File: src/rtl/ook_remote_switch_transmitter_assert.svh
// Assertion macros for the transmitter RTL.
`ifndef OOK_REMOTE_SWITCH_TRANSMITTER_ASSERT_SVH
`define OOK_REMOTE_SWITCH_TRANSMITTER_ASSERT_SVH

// Same-cycle implication, checked out of reset.
`define ORST_ASSERT_NOW(name, ante, cons) \
  name: assert property (@(posedge clk) disable iff (rst) (ante) |-> (cons)) \
    else $error("orst same-cycle check failed");

// Next-cycle implication, checked out of reset.
`define ORST_ASSERT_NEXT(name, ante, cons) \
  name: assert property (@(posedge clk) disable iff (rst) (ante) |=> (cons)) \
    else $error("orst next-cycle check failed");

`endif

File: src/rtl/orst_pkg.sv
package orst_pkg;

  localparam int SENDER_W = 26;
  localparam int UNIT_W   = 4;
  localparam int TICK_W   = 16;
  localparam int REP_W    = 4;
  localparam int ADDR_W   = 5;
  localparam int DATA_W   = 32;

  typedef enum logic [3:0] {
    PH_IDLE   = 4'd0,
    PH_SYNC1  = 4'd1,
    PH_LATCH1 = 4'd2,
    PH_SYNC2  = 4'd3,
    PH_LATCH2 = 4'd4,
    PH_DHI    = 4'd5,
    PH_DLO    = 4'd6,
    PH_CLOSE  = 4'd7,
    PH_GAP    = 4'd8
  } phase_t;

  typedef enum logic [2:0] {
    REG_PULSE_HIGH   = 3'd0,
    REG_LONG_LOW     = 3'd1,
    REG_SHORT_LOW    = 3'd2,
    REG_SYNC_HIGH    = 3'd3,
    REG_FIRST_LATCH  = 3'd4,
    REG_SECOND_LATCH = 3'd5,
    REG_REPEAT       = 3'd6,
    REG_GAP          = 3'd7
  } reg_idx_t;

  localparam logic REQ_START = 1'b1;

  typedef struct packed {
    logic [TICK_W-1:0] pulse_high;
    logic [TICK_W-1:0] long_low;
    logic [TICK_W-1:0] short_low;
    logic [TICK_W-1:0] sync_high;
    logic [TICK_W-1:0] first_latch;
    logic [TICK_W-1:0] second_latch;
    logic [REP_W-1:0]  repeat_count;
    logic [TICK_W-1:0] gap;
  } cfg_t;

  typedef struct packed {
    logic              level;
    logic [TICK_W-1:0] ticks;
  } seg_t;

  typedef struct packed {
    logic pin;
    logic busy;
    logic done;
  } res_t;

  typedef struct packed {
    logic pop;
    logic push;
    logic pending;
  } back_stat_t;

endpackage

File: src/rtl/orst_queue.sv
module orst_queue #(
  parameter int W = 8
) (
  input  logic         clk,
  input  logic         rst,
  input  logic         push,
  input  logic [W-1:0] din,
  output logic         full,
  input  logic         pop,
  output logic [W-1:0] dout,
  output logic         empty
);
  // two-entry queue
  logic [W-1:0] mem [2];
  logic         wp;
  logic         rp;
  logic [1:0]   cnt;
  logic         do_push;
  logic         do_pop;

  assign full    = (cnt == 2'd2);
  assign empty   = (cnt == 2'd0);
  assign do_push = push && !full;
  assign do_pop  = pop && !empty;
  assign dout    = mem[rp];

  always_ff @(posedge clk) begin
    if (rst) begin
      wp  <= 1'b0;
      rp  <= 1'b0;
      cnt <= 2'd0;
    end else begin
      if (do_push) wp <= ~wp;
      if (do_pop) rp <= ~rp;
      cnt <= cnt + {1'b0, do_push} - {1'b0, do_pop};
    end
  end

  always_ff @(posedge clk) begin
    if (do_push) mem[wp] <= din;
  end
endmodule

File: src/rtl/orst_regs.sv
module orst_regs (
  input  logic                          clk,
  input  logic                          rst,
  input  logic                          psel,
  input  logic                          penable,
  input  logic                          pwrite,
  input  logic [orst_pkg::ADDR_W-1:0]   paddr,
  input  logic [orst_pkg::DATA_W-1:0]   pwdata,
  output logic [orst_pkg::DATA_W-1:0]   prdata,
  output logic                          pready,
  output orst_pkg::cfg_t                cfg
);
  import orst_pkg::*;

  reg_idx_t idx;
  logic     wr;

  assign pready = 1'b1;
  assign idx    = reg_idx_t'(paddr[ADDR_W-1:2]);
  assign wr     = psel && penable && pwrite && pready;

  always_ff @(posedge clk) begin
    if (rst) begin
      cfg.pulse_high   <= 16'd310;
      cfg.long_low     <= 16'd1340;
      cfg.short_low    <= 16'd310;
      cfg.sync_high    <= 16'd275;
      cfg.first_latch  <= 16'd9900;
      cfg.second_latch <= 16'd2675;
      cfg.repeat_count <= 4'd5;
      cfg.gap          <= 16'd10000;
    end else if (wr) begin
      unique case (idx)
        REG_PULSE_HIGH:   cfg.pulse_high   <= pwdata[TICK_W-1:0];
        REG_LONG_LOW:     cfg.long_low     <= pwdata[TICK_W-1:0];
        REG_SHORT_LOW:    cfg.short_low    <= pwdata[TICK_W-1:0];
        REG_SYNC_HIGH:    cfg.sync_high    <= pwdata[TICK_W-1:0];
        REG_FIRST_LATCH:  cfg.first_latch  <= pwdata[TICK_W-1:0];
        REG_SECOND_LATCH: cfg.second_latch <= pwdata[TICK_W-1:0];
        REG_REPEAT:       cfg.repeat_count <= pwdata[REP_W-1:0];
        REG_GAP:          cfg.gap          <= pwdata[TICK_W-1:0];
        default: ;
      endcase
    end
  end

  always_comb begin
    unique case (idx)
      REG_PULSE_HIGH:   prdata = DATA_W'(cfg.pulse_high);
      REG_LONG_LOW:     prdata = DATA_W'(cfg.long_low);
      REG_SHORT_LOW:    prdata = DATA_W'(cfg.short_low);
      REG_SYNC_HIGH:    prdata = DATA_W'(cfg.sync_high);
      REG_FIRST_LATCH:  prdata = DATA_W'(cfg.first_latch);
      REG_SECOND_LATCH: prdata = DATA_W'(cfg.second_latch);
      REG_REPEAT:       prdata = DATA_W'(cfg.repeat_count);
      REG_GAP:          prdata = DATA_W'(cfg.gap);
      default:          prdata = '0;
    endcase
  end
endmodule

File: src/rtl/orst_front.sv
module orst_front #(
  parameter int ID_BITS   = 26,
  parameter int UNIT_BITS = 4,
  parameter int FW        = 32
) (
  input  logic                          clk,
  input  logic                          rst,
  input  logic                          push,
  output logic                          full,
  input  logic                          req_type,
  input  logic [orst_pkg::SENDER_W-1:0] sender_id,
  input  logic [orst_pkg::UNIT_W-1:0]   unit_code,
  input  logic                          switch_on,
  output logic                          cmd_valid,
  output logic                          cmd_start,
  output logic [FW-1:0]                 cmd_frame,
  input  logic                          cmd_pop
);
  import orst_pkg::*;

  localparam int IdExt   = (ID_BITS > SENDER_W) ? ID_BITS : SENDER_W;
  localparam int UnitExt = (UNIT_BITS > UNIT_W) ? UNIT_BITS : UNIT_W;

  logic [IdExt-1:0]   id_ext;
  logic [UnitExt-1:0] unit_ext;
  logic [FW-1:0]      frame;
  logic               is_start;
  logic               cmd_empty;

  // frame word, MSB first on air: id, group (always zero), on/off, unit
  assign id_ext   = IdExt'(sender_id);
  assign unit_ext = UnitExt'(unit_code);
  assign frame    = {id_ext[ID_BITS-1:0], 1'b0, switch_on, unit_ext[UNIT_BITS-1:0]};
  assign is_start = (req_type == REQ_START);

  orst_queue #(.W(FW + 1)) u_cmdq (
    .clk   (clk),
    .rst   (rst),
    .push  (push),
    .din   ({is_start, frame}),
    .full  (full),
    .pop   (cmd_pop),
    .dout  ({cmd_start, cmd_frame}),
    .empty (cmd_empty)
  );

  assign cmd_valid = !cmd_empty;
endmodule

File: src/rtl/orst_back.sv
module orst_back #(
  parameter int FW = 32
) (
  input  logic                 clk,
  input  logic                 rst,
  input  orst_pkg::cfg_t       cfg,
  input  logic                 cmd_valid,
  input  logic                 cmd_start,
  input  logic [FW-1:0]        cmd_frame,
  input  logic                 out_full,
  output orst_pkg::res_t       res,
  output orst_pkg::back_stat_t stat
);
  import orst_pkg::*;

  localparam int BW = $clog2(FW + 1);
  localparam int SW = $clog2(FW);

  phase_t            phase, a_phase, ld_phase, phase_next;
  logic [TICK_W-1:0] cnt, a_cnt, cnt_next;
  logic [BW-1:0]     bit_idx, a_bit, bit_next;
  logic              pip, a_pip, pip_next;
  logic [REP_W-1:0]  fl, a_fl, fl_next, fl_dec;
  logic              level, a_level, level_next;
  logic [FW-1:0]     frame, frame_next;
  logic              pending, take, step, do_load, done, pulse, res_pending;
  logic [BW-1:0]     sh_full;
  seg_t              seg;

  function automatic seg_t seg_load(input phase_t ph, input logic one, input cfg_t c);
    seg_t s;
    unique case (ph) inside
      PH_SYNC1, PH_SYNC2, PH_CLOSE: s = '{level: 1'b1, ticks: c.sync_high};
      PH_LATCH1: s = '{level: 1'b0, ticks: c.first_latch};
      PH_LATCH2: s = '{level: 1'b0, ticks: c.second_latch};
      PH_DHI:    s = '{level: 1'b1, ticks: c.pulse_high};
      PH_DLO:    s = '{level: 1'b0, ticks: one ? c.long_low : c.short_low};
      PH_GAP:    s = '{level: 1'b0, ticks: c.gap};
      default:   s = '{level: 1'b0, ticks: '0};
    endcase
    return s;
  endfunction

  // a segment that ran out still needs its successor loaded
  assign pending = (phase != PH_IDLE) && (cnt == '0);

  // event: take one command from the queue
  always_comb begin
    a_phase    = phase;
    a_cnt      = cnt;
    a_bit      = bit_idx;
    a_pip      = pip;
    a_fl       = fl;
    a_level    = level;
    frame_next = frame;
    take       = 1'b0;
    if (!pending && cmd_valid) begin
      take = 1'b1;
      if (cmd_start) begin
        if (phase == PH_IDLE) begin
          frame_next = cmd_frame;
          a_fl       = (cfg.repeat_count == '0) ? REP_W'(1) : cfg.repeat_count;
          a_bit      = '0;
          a_pip      = 1'b0;
          a_phase    = PH_SYNC1;
          a_level    = 1'b1;
          a_cnt      = cfg.sync_high;
        end
      end else if (phase != PH_IDLE) begin
        a_cnt = cnt - TICK_W'(1);
      end
    end
  end

  // current data pulse; a low half is only loaded right after its high half
  assign sh_full = BW'(FW - 1) - a_bit;
  assign pulse   = frame[sh_full[SW-1:0]] ^ a_pip;
  assign fl_dec  = (a_fl == '0) ? '0 : a_fl - REP_W'(1);

  // one segment advance per cycle in which the sequencer steps
  always_comb begin
    bit_next = a_bit;
    pip_next = a_pip;
    fl_next  = a_fl;
    ld_phase = a_phase;
    do_load  = 1'b0;
    done     = 1'b0;
    if (a_phase != PH_IDLE && a_cnt == '0) begin
      do_load = 1'b1;
      unique case (a_phase)
        PH_SYNC1:  ld_phase = PH_LATCH1;
        PH_LATCH1: ld_phase = PH_SYNC2;
        PH_SYNC2:  ld_phase = PH_LATCH2;
        PH_LATCH2: begin
          bit_next = '0;
          pip_next = 1'b0;
          ld_phase = PH_DHI;
        end
        PH_DHI:    ld_phase = PH_DLO;
        PH_DLO: begin
          if (!a_pip) begin
            pip_next = 1'b1;
            ld_phase = PH_DHI;
          end else begin
            pip_next = 1'b0;
            bit_next = a_bit + BW'(1);
            ld_phase = (a_bit == BW'(FW - 1)) ? PH_CLOSE : PH_DHI;
          end
        end
        PH_CLOSE:  ld_phase = PH_GAP;
        PH_GAP: begin
          fl_next  = fl_dec;
          bit_next = '0;
          pip_next = 1'b0;
          if (fl_dec == '0) begin
            ld_phase = PH_IDLE;
            done     = 1'b1;
          end else begin
            ld_phase = PH_SYNC1;
          end
        end
        default:   ld_phase = PH_IDLE;
      endcase
    end
  end

  assign seg = seg_load(ld_phase, pulse, cfg);

  always_comb begin
    phase_next = a_phase;
    level_next = a_level;
    cnt_next   = a_cnt;
    if (do_load) begin
      phase_next = ld_phase;
      level_next = seg.level;
      cnt_next   = seg.ticks;
    end
  end

  assign step        = !out_full && (pending || cmd_valid);
  assign res_pending = (phase_next != PH_IDLE) && (cnt_next == '0);

  assign stat.pop     = take && !out_full;
  assign stat.push    = step && !res_pending;
  assign stat.pending = pending;

  assign res.pin  = level_next;
  assign res.busy = (phase_next != PH_IDLE);
  assign res.done = done;

  always_ff @(posedge clk) begin
    if (rst) begin
      phase   <= PH_IDLE;
      cnt     <= '0;
      bit_idx <= '0;
      pip     <= 1'b0;
      fl      <= '0;
      level   <= 1'b0;
    end else if (step) begin
      phase   <= phase_next;
      cnt     <= cnt_next;
      bit_idx <= bit_next;
      pip     <= pip_next;
      fl      <= fl_next;
      level   <= level_next;
    end
  end

  always_ff @(posedge clk) begin
    if (step) frame <= frame_next;
  end
endmodule

File: src/rtl/ook_remote_switch_transmitter.sv
// OOK remote-switch transmitter. Every input beat is either a 1 us tick
// (req_type 0) or a start command (req_type 1) carrying sender id, unit code
// and on/off; every input beat yields exactly one result beat with the radio
// line level, a busy flag and a burst-done strobe. A start while idle loads a
// frame word (id, zero group bit, on/off, unit; MSB first) and sends
// repeat_count frames (one if repeat_count is zero) of sync/latch/sync/latch,
// one Manchester pulse pair per bit, a closing pulse and a low gap; a start
// while busy and a tick while idle change nothing. Timing registers sit on the
// APB port at byte address 4*index; the user must see that they are written
// only while the block is idle, as the block does not enforce it. The front
// queue feeds the sequencer, which handles one beat and one segment change per
// cycle and drops the result into a two-entry output queue, so push and pop
// sustain one beat per clock when empty is low and pop is high. Each segment
// programmed to zero ticks is skipped in a sequencer step of its own that
// takes no beat, during which the front queue holds further beats (full may
// rise); only a zero-length first sync pulse right at a start is skipped for
// free. With nothing stalled, a result passes both registered queues.
`include "ook_remote_switch_transmitter_assert.svh"

module ook_remote_switch_transmitter #(
  parameter int ID_BITS   = 26,
  parameter int UNIT_BITS = 4
) (
  input  logic                          clk,
  input  logic                          rst,
  // input beats
  input  logic                          push,
  output logic                          full,
  input  logic                          req_type,
  input  logic [orst_pkg::SENDER_W-1:0] sender_id,
  input  logic [orst_pkg::UNIT_W-1:0]   unit_code,
  input  logic                          switch_on,
  // result beats
  output logic                          empty,
  input  logic                          pop,
  output logic                          pin_level,
  output logic                          busy_res,
  output logic                          burst_done,
  // configuration
  input  logic                          psel,
  input  logic                          penable,
  input  logic                          pwrite,
  input  logic [orst_pkg::ADDR_W-1:0]   paddr,
  input  logic [orst_pkg::DATA_W-1:0]   pwdata,
  output logic [orst_pkg::DATA_W-1:0]   prdata,
  output logic                          pready
);
  import orst_pkg::*;

  // frame word: id bits, group bit, on/off bit, unit bits
  localparam int FW = ID_BITS + 2 + UNIT_BITS;

  cfg_t          cfg;
  logic          cmd_valid;
  logic          cmd_start;
  logic [FW-1:0] cmd_frame;
  logic          out_full;
  res_t          res;
  res_t          res_head;
  back_stat_t    stat;

  orst_regs u_regs (
    .clk     (clk),
    .rst     (rst),
    .psel    (psel),
    .penable (penable),
    .pwrite  (pwrite),
    .paddr   (paddr),
    .pwdata  (pwdata),
    .prdata  (prdata),
    .pready  (pready),
    .cfg     (cfg)
  );

  // front: packs the frame word, queues tick/start beats
  orst_front #(
    .ID_BITS   (ID_BITS),
    .UNIT_BITS (UNIT_BITS),
    .FW        (FW)
  ) u_front (
    .clk       (clk),
    .rst       (rst),
    .push      (push),
    .full      (full),
    .req_type  (req_type),
    .sender_id (sender_id),
    .unit_code (unit_code),
    .switch_on (switch_on),
    .cmd_valid (cmd_valid),
    .cmd_start (cmd_start),
    .cmd_frame (cmd_frame),
    .cmd_pop   (stat.pop)
  );

  // back: segment sequencer and tick counter
  orst_back #(.FW(FW)) u_back (
    .clk       (clk),
    .rst       (rst),
    .cfg       (cfg),
    .cmd_valid (cmd_valid),
    .cmd_start (cmd_start),
    .cmd_frame (cmd_frame),
    .out_full  (out_full),
    .res       (res),
    .stat      (stat)
  );

  // result queue decouples the sequencer from the consumer
  orst_queue #(.W($bits(res_t))) u_resq (
    .clk   (clk),
    .rst   (rst),
    .push  (stat.push),
    .din   (res),
    .full  (out_full),
    .pop   (pop),
    .dout  (res_head),
    .empty (empty)
  );

  assign pin_level  = res_head.pin;
  assign busy_res   = res_head.busy;
  assign burst_done = res_head.done;

  // sequencer never writes a result into a full queue
  `ORST_ASSERT_NOW(a_no_push_full, stat.push, !out_full)
  // a command is only taken once any expired segment has been reloaded
  `ORST_ASSERT_NOW(a_pop_settled, stat.pop, !stat.pending)
  // burst end leaves the line idle and low
  `ORST_ASSERT_NOW(a_done_idle, stat.push && res.done, !res.busy && !res.pin)
  // a pending segment is resolved before the next command is popped
  `ORST_ASSERT_NEXT(a_pending_stall, stat.pending && out_full, !stat.pop)
endmodule

File: config.mk
export PLATFORM = sky130hd
export DESIGN_NAME = ook_remote_switch_transmitter
export DESIGN_NICKNAME = d
export VERILOG_FILES = /design/src/rtl/orst_pkg.sv /design/src/rtl/orst_queue.sv /design/src/rtl/orst_regs.sv /design/src/rtl/orst_front.sv /design/src/rtl/orst_back.sv /design/src/rtl/ook_remote_switch_transmitter.sv
export VERILOG_INCLUDE_DIRS = /design/src /design/src/rtl
export SDC_FILE = /design/constraint.sdc
export NUM_CORES = 1
export LEC_CHECK = 0
export ABC_AREA = 1
export BUFFER_PORTS_ARGS = -buffer_cell sky130_fd_sc_hd__buf_2
export CAP_MARGIN = 20
export CORE_ASPECT_RATIO = 0.5
export CORE_MARGIN = 1.5
export CORE_UTILIZATION = 45
export DETAILED_ROUTE_END_ITERATION = 12
export GPL_ROUTABILITY_DRIVEN = 0
export GPL_TIMING_DRIVEN = 0
export PLACE_DENSITY_LB_ADDON = 0.25
export SETUP_SLACK_MARGIN = 0.1
export SKIP_LAST_GASP = 1
export SYNTH_ARGS = -nofsm -noshare
export SYNTH_HDL_FRONTEND = slang
export SYNTH_SLANG_ARGS = --single-unit
File: constraint.sdc
create_clock -name clk -period 12 [get_ports clk]
set_input_delay 0.6 -clock clk [delete_from_list [all_inputs] [get_ports clk]]
set_output_delay 0.6 -clock clk [all_outputs]
set_load 0.02 [all_outputs]
* Word-level counts from Yosys, hierarchy flattened
Memory sizes are Yosys's and may differ from the RTL's. A register that Yosys moved wholly into a read port is not among the register bits.
Index checks and enable logic that the tools add are counted.
** Storage, ports and cells
- Flip-flop bits (word level) :: 188
- Bits in latches :: 0
- Memory bits (writable) :: 70
- Bits in read-only memories :: 0
- Input port bits :: 76
- Output and inout port bits :: 38
- Logic and storage cells :: 162
- Memories kept :: 2
** Operators by class
- $add $sub $neg :: 8
- Multiply operators :: 0
- Div/mod/pow operators :: 0
- $lt $le $gt $ge :: 1
- Equality and inequality tests :: 26
- Shift-type cells :: 0
- Muxes and demuxes :: 55
- Bitwise gates (word level) :: 5
- Reductions and logical operators :: 44
** Memories
- u_front.u_cmdq.mem :: depth 2, bits a word 32, read ports 1, clocked after memory_dff 1, write ports 1, line orst_queue.sv:14 : logic [W-1:0] mem [2];
- u_resq.mem :: depth 2, bits a word 3, read ports 1, clocked after memory_dff 1, write ports 1, line orst_queue.sv:14
** Operator list (number)
- $pmux W32 S8 :: 1
- $pmux W17 S6 :: 1
- $mux W16 :: 6
- $mux W4 :: 13
- $logic_not A16 Y1 :: 3
- $eq A4 B3 Y1 const B :: 8
- $pmux W4 S8 :: 1
- $mux W6 :: 5
- $mux W1 :: 24
- $eq A4 B2 Y1 const B :: 4
- $logic_not A4 Y1 :: 4
- $reduce_and A2 Y1 :: 8
- $sub A16 B1 Y16 const B :: 1
- $logic_and A1 B1 Y1 :: 13
- $eq A3 B3 Y1 const B :: 4
- $pmux W6 S2 :: 1
- $reduce_bool A4 Y1 :: 3
- $eq A4 B1 Y1 const B :: 2
- $eq A4 B4 Y1 const B :: 2
- $add A6 B1 Y6 const B :: 1
- $eq A3 B2 Y1 const B :: 2
- $eq A6 B5 Y1 const B :: 1
- $logic_not A1 Y1 :: 6
- $lt A5 B6 Y1 const B :: 1
- other kinds (17) :: 24

* Depth between registers and ports, before layout
- Word-level depth :: 22
- Depth in mapped cells :: 37
- Depth with buffers taken out :: 35

* Hierarchy
Synthesis repeated with hierarchy kept, for this count alone.
** Second synthesis, totals
- Cells, all modules :: 1974
- Area, all modules :: 14507.7 µm²
** By module, submodules not included
- orst_back :: times used 1, cells an instance 991, area each 5784.3 µm², sequential area each 1601.5 µm²
- orst_regs :: times used 1, cells an instance 791, area each 5441.5 µm², sequential area each 2322.2 µm²
- orst_queue (u_front.u_cmdq) :: times used 1, cells an instance 142, area each 2788.9 µm², sequential area each 2082.0 µm²
- orst_queue (u_resq) :: times used 1, cells an instance 48, area each 485.5 µm², sequential area each 280.3 µm²
- orst_front :: times used 1, cells an instance 2, area each 7.5 µm², sequential area each 0.0 µm²

* Worst setup path after synthesis
Ideal clock, no wire load.
- Kind :: register to register
- Start :: register u_back.cnt[0]
- End :: register u_resq.cnt[1]
- Setup time :: 121 ps
- Arrival :: 3811 ps
- Data required time :: 11879 ps
- Slack :: 8068 ps
- Cell stages (with the launch flop) :: 36
- Path buffers :: 3
- Clock period less this slack :: 3932 ps
- Cell sequence :: dfxtp_1 inv_1 ha_1 nand2_2 nor2_4 nand3_4 nand3_4 buf_6 nand2_1 buf_4 inv_1 ha_1 nand3_1 nor2_1 nand2_1 nand2_1 nand4_1 nand2_2 nor2_1 buf_2 nand2_2 inv_2 nand2_1 nand2_1 nor2_1 nand3b_1 nand2_1 nand3_1 nor2_1 nand3_2 nand2_1 inv_1 ha_1 xor2_1 o21ai_0 a21oi_1
** Between the ends
- Longest elaborated chain between the ends :: 22
- Elaborated cells between the ends (all ways) :: 62
- Classes of those cells :: add/sub: 5; eq/ne: 17; mux: 21; bitwise: 1; reduce/logical: 18
** Ends and longest elaborated chain
- from (decl) :: line orst_back.sv:20 : logic [TICK_W-1:0] cnt, a_cnt, cnt_next;
- from (signal assigned) :: line orst_back.sv:161 : cnt <= cnt_next;
- $logic_not A16 Y1 :: line orst_back.sv:45 : assign pending = (phase != PH_IDLE) && (cnt == '0);
- $logic_and A1 B1 Y1 :: line orst_back.sv:45
- $logic_not A1 Y1 :: line orst_back.sv:57 : if (!pending && cmd_valid) begin
- $logic_and A1 B1 Y1 :: line orst_back.sv:57
- $mux W4 :: line orst_back.sv:57
- $sub A4 B1 Y4 or $logic_not A4 Y1 (tied branches) :: line orst_back.sv:78 : assign fl_dec = (a_fl == '0) ? '0 : a_fl - REP_W'(1);
- $mux W4 :: line orst_back.sv:78
- $logic_not A4 Y1 :: line orst_back.sv:115 : if (fl_dec == '0) begin
- (+6 left out)
- $mux W16 :: line orst_back.sv:133 : if (do_load) begin
- $logic_not A16 Y1 :: line orst_back.sv:141 : assign res_pending = (phase_next != PH_IDLE) && (cnt_next == '0);
- $logic_and A1 B1 Y1 :: line orst_back.sv:141
- $logic_not A1 Y1 :: line orst_back.sv:144 : assign stat.push = step && !res_pending;
- $logic_and A1 B1 Y1 * :: line orst_back.sv:144
- $logic_and A1 B1 Y1 * :: line orst_queue.sv:23 : assign do_push = push && !full;
- $add A2 B1 Y2 * :: line orst_queue.sv:35 : cnt <= cnt + {1'b0, do_push} - {1'b0, do_pop};
- $sub A2 B1 Y2 * :: line orst_queue.sv:35
- to (signal assigned) :: line orst_queue.sv:35
- to (decl) :: line orst_queue.sv:17 : logic [1:0] cnt;
Mark *: on every way between the ends. The rest lies on a longest branch, timed or not. The select of a mux whose other input is x is not followed.
A chain may end at the register's enable or synchronous reset.

* Final worst setup path
- Start :: register u_back.cnt[11]
- End :: register u_resq.cnt[1]
Same word-level chain as after synthesis.

==> results_dict.tcl <==
set metrics [dict create \
    reg2regPathDepth 32 \
    cp-startpoint "u_back.cnt[11]$_SDFFE_PP0P_" \
    ios 114 \
    min_to "u_front.u_cmdq.mem[0][7]$_DFFE_PP_" \
    fp-row-count 44 \
    core_area_um2 29100 \
    worstSetupStartpointType "flop" \
    path_class "flop to flop" \
    reg2reg_to "u_resq.cnt[1]$_SDFF_PP0_" \
    finalClockSkew_ns 0.0334 \
    postRouteAntennaNets 0 \
    powerDensity_nw_per_um2 255 \
    cts_buffer_depth 3 \
    p_leak_nw 6.74 \
    stdcell_area_um2 15200 \
    drive_gt1_share_pct 12.5 \
    ys_seq_elements 259 \
    critical_path.max_stage_delay_ns 0.51 \
    synth_seq_area_share_pct 46.3 \
    root_buffer "clkbuf_16" \
    dieArea_um2 30800 \
    cts_sinks 259 \
    fin_nets 1978 \
    routed_via_density 5.63 \
    synth_cell_type_count 51 \
    cts_buffers 25 \
    reg2reg_from "u_back.cnt[11]$_SDFFE_PP0P_" \
    dp_slack_ns 7.16 \
    n_antenna_cell 0 \
    ys.flop_type "dfxtp_1" \
    drv_slew 0 \
    grt_max_degree 33 \
    arrival_ns 5.47 \
    path_clk_slew_ns 0.07 \
    grt_overflow_total 0 \
    htree_levels 1 \
    tightest_slew_ns 1.02 \
    fin_ws_ns 6.99 \
    period_share_pct 41.8 \
    start_util_pct 45.9 \
    rsz0062_at_grt "no" \
    cts_tree "done" \
    holdCritStartpoint "sender_id[2]" \
    timing.final.hold_violations 0 \
    synth-edff-count 101 \
    cts_resized 0 \
    drt-pass1-iter-count 6 \
    worst_hold_path_type "input port to flop" \
    netlist_instances 1773 \
    drt_wl_total_mm 43.5 \
    drt_iter0_drc 1772 \
    grt_usage_pct 27.9 \
    relSlewSlack_pct 31.3 \
    ir_drop_mv 0.130 \
    crit_required_ns 12.46 \
    fin_setup_tns_ns 0 \
    finalSetupViolations 0 \
    yosys_warnings 0 \
    finalCriticalPeriod_ns 5.01 \
    grt_pass1_wl_mm 66.2 \
    drc 0 \
    die-height_um 125 \
    dp_hpwl_mm 32.5 \
    fp.dieW_um 247 \
    vias 13000 \
    area_delta_synth_final_pct 13.8 \
    syn_area_um2 13400 \
    cts_hold_buffers 0 \
    cp_max_fo 10 \
    worstSkewPairLatency_ns 0.55 \
    min_path_cells 1 \
    numPortBuffers 76 \
    grt_pass1_vias 11700 \
    placed_area_um2 14400 \
    cap_viol_max_count 0 \
    postCtsSetupRepairBufs 0 \
    status "complete, no violations" \
    antenna_found_initial 0 \
    fmax_ghz 0.199 \
    critPathCaptureType "flop" \
    wl_per_cell_um 18.9 \
    r2r_slack_ns 6.99 \
    synthArstFlopShare_pct 0 \
    crit_slowest_cell "nor2_1" \
    cpMostUsedCell "nand2_1" \
    avgSynthCellArea_um2 7.55 \
]
## sequential cells by signal, indices dropped and copies added (netlist names), named ones only
| register | cells |
|---|---|
| u_back.cnt | 16 |
| u_back.phase | 4 |
| u_front.u_cmdq.mem | 64 |
| u_back.bit_idx | 6 |
| u_back.frame | 31 |
| u_back.fl | 4 |
| u_resq.mem | 6 |
| u_front.u_cmdq.wp | 1 |
| u_back.level | 1 |
| u_front.u_cmdq.rp | 1 |
| u_front.u_cmdq.cnt | 2 |
| u_resq.wp | 1 |
| u_regs.cfg | 116 |
| u_resq.cnt | 2 |
| u_resq.rp | 1 |
| u_back.pip | 1 |
## worst max-delay path, delay by kind of cell (launching register included)
family          cells  cell delay (ns)
compound gates      3             0.31
xor+xnor            1             0.19
fa+ha+maj           2             0.32
buf+inv             4             0.53
flops               1             0.37
simple gates       22             3.15
## Yosys cell counts (6+ instances only)
library cell,number,area share [%]
o2111ai_1,6,0.39
a22oi_1,6,0.34
nor3_1,12,0.45
o21ai_1,19,0.71
buf_6,7,0.59
nand3_2,7,0.52
clkbuf_1,47,1.3
o21ai_0,135,5.0
inv_1,166,4.7
inv_2,14,0.39
nor2_1,188,5.3
nand2_2,22,1.0
nor2_2,11,0.51
dfxtp_1,158,24
o211ai_1,26,1.5
buf_2,10,0.37
nand2_1,431,12
ha_1,7,0.65
a221oi_1,19,1.2
a21oi_1,119,4.5
nand3_1,153,5.7
buf_4,19,1.1
edfxtp_1,101,23
o22ai_1,12,0.56
nand4_1,21,0.98
## area by class of cell
| cell class | instances | area [µm²] |
|---|---|---|
| tap | 391 | 489 |
| timing repair buffer | 80 | 418 |
| fill | 2807 | 13900 |
| buffer | 90 | 502 |
| clock buffer | 28 | 637 |
| sequential | 259 | 6200 |
| clock inverter | 17 | 223 |
| multi-input combinational | 1255 | 6070 |
| inverter | 184 | 691 |
## power breakdown
group	switching, mW	internal (mW)	total, mW
clock network	0.357	0.492	0.849
registers	0.0918	1.07	1.17
logic	1.32	0.557	1.87
## how the worst max path moves through the flow
stage,depth (start not counted),end,slack (ns)
2_1_floorplan,35,u_resq.cnt[1]$_SDFF_PP0_,8.07
3_3_place_gp,34,u_resq.cnt[1]$_SDFF_PP0_,7.22
3_5_place_dp,35,u_resq.cnt[1]$_SDFF_PP0_,7.16
4_1_cts,34,u_resq.cnt[1]$_SDFF_PP0_,7.12
5_1_grt,34,u_resq.cnt[1]$_SDFF_PP0_,6.53
6_report,32,u_resq.cnt[1]$_SDFF_PP0_,6.99
## kinds of logic after synthesis
| family | after synthesis | synth area share (%) |
|---|---|---|
| other | 2 | 0.0561 |
| muxes | 3 | 0.252 |
| xor gates and xnor gates | 2 | 0.131 |
| adders and majority gates | 7 | 0.655 |
| DFF | 259 | 46.3 |
| and+or+nand+nor | 865 | 28.3 |
| buffers and inverters | 274 | 8.91 |
| AOI/OAI and AO/OA | 361 | 15.4 |
## layer usage
metal  up-vias  share of wire, %  track usage [%]
met5         -                 0                0
met4         0               4.0             9.29
met3       120                11             6.33
met2       699                42             42.5
met1      6005                43             39.1
li1       6148                 -                -
## layout by cell type, fill, tap and decap left out, types with 5 or more instances in the layout
cell,count
bufinv_16,5
dfxtp_1,158
nor2_4,7
buf_6,7
clkbuf_16,25
buf_1,5
inv_2,14
a221oi_1,19
clkbuf_1,50
clkinv_2,5
nor3_1,12
a22oi_1,6
nor2_1,185
nand2_1,431
nand4_1,21
o21ai_0,135
inv_1,166
nand3_2,7
nand3_1,153
a21oi_1,119
clkinv_1,6
o22ai_1,12
edfxtp_1,101
o2111ai_1,6
ha_1,7
nand2_2,22
conb_1,17
o211ai_1,26
buf_4,21
buf_2,86
nor2_2,12
o21ai_1,19
## stage by stage
step	hold slack (ns)	std cells	total power, mW	utilization, %
final	0.256	2304	3.89	52.3
after global routing	0.238	2304	4.14	52.3
after CTS	0.236	2303	3.85	52.2
after detailed placement	0.439	2258	3.01	49.3
after global placement	0.435	2255	2.99	49.1
after floorplan	0.426	1788	2.51	-
Note: power is estimated with default switching activity, not from simulation.
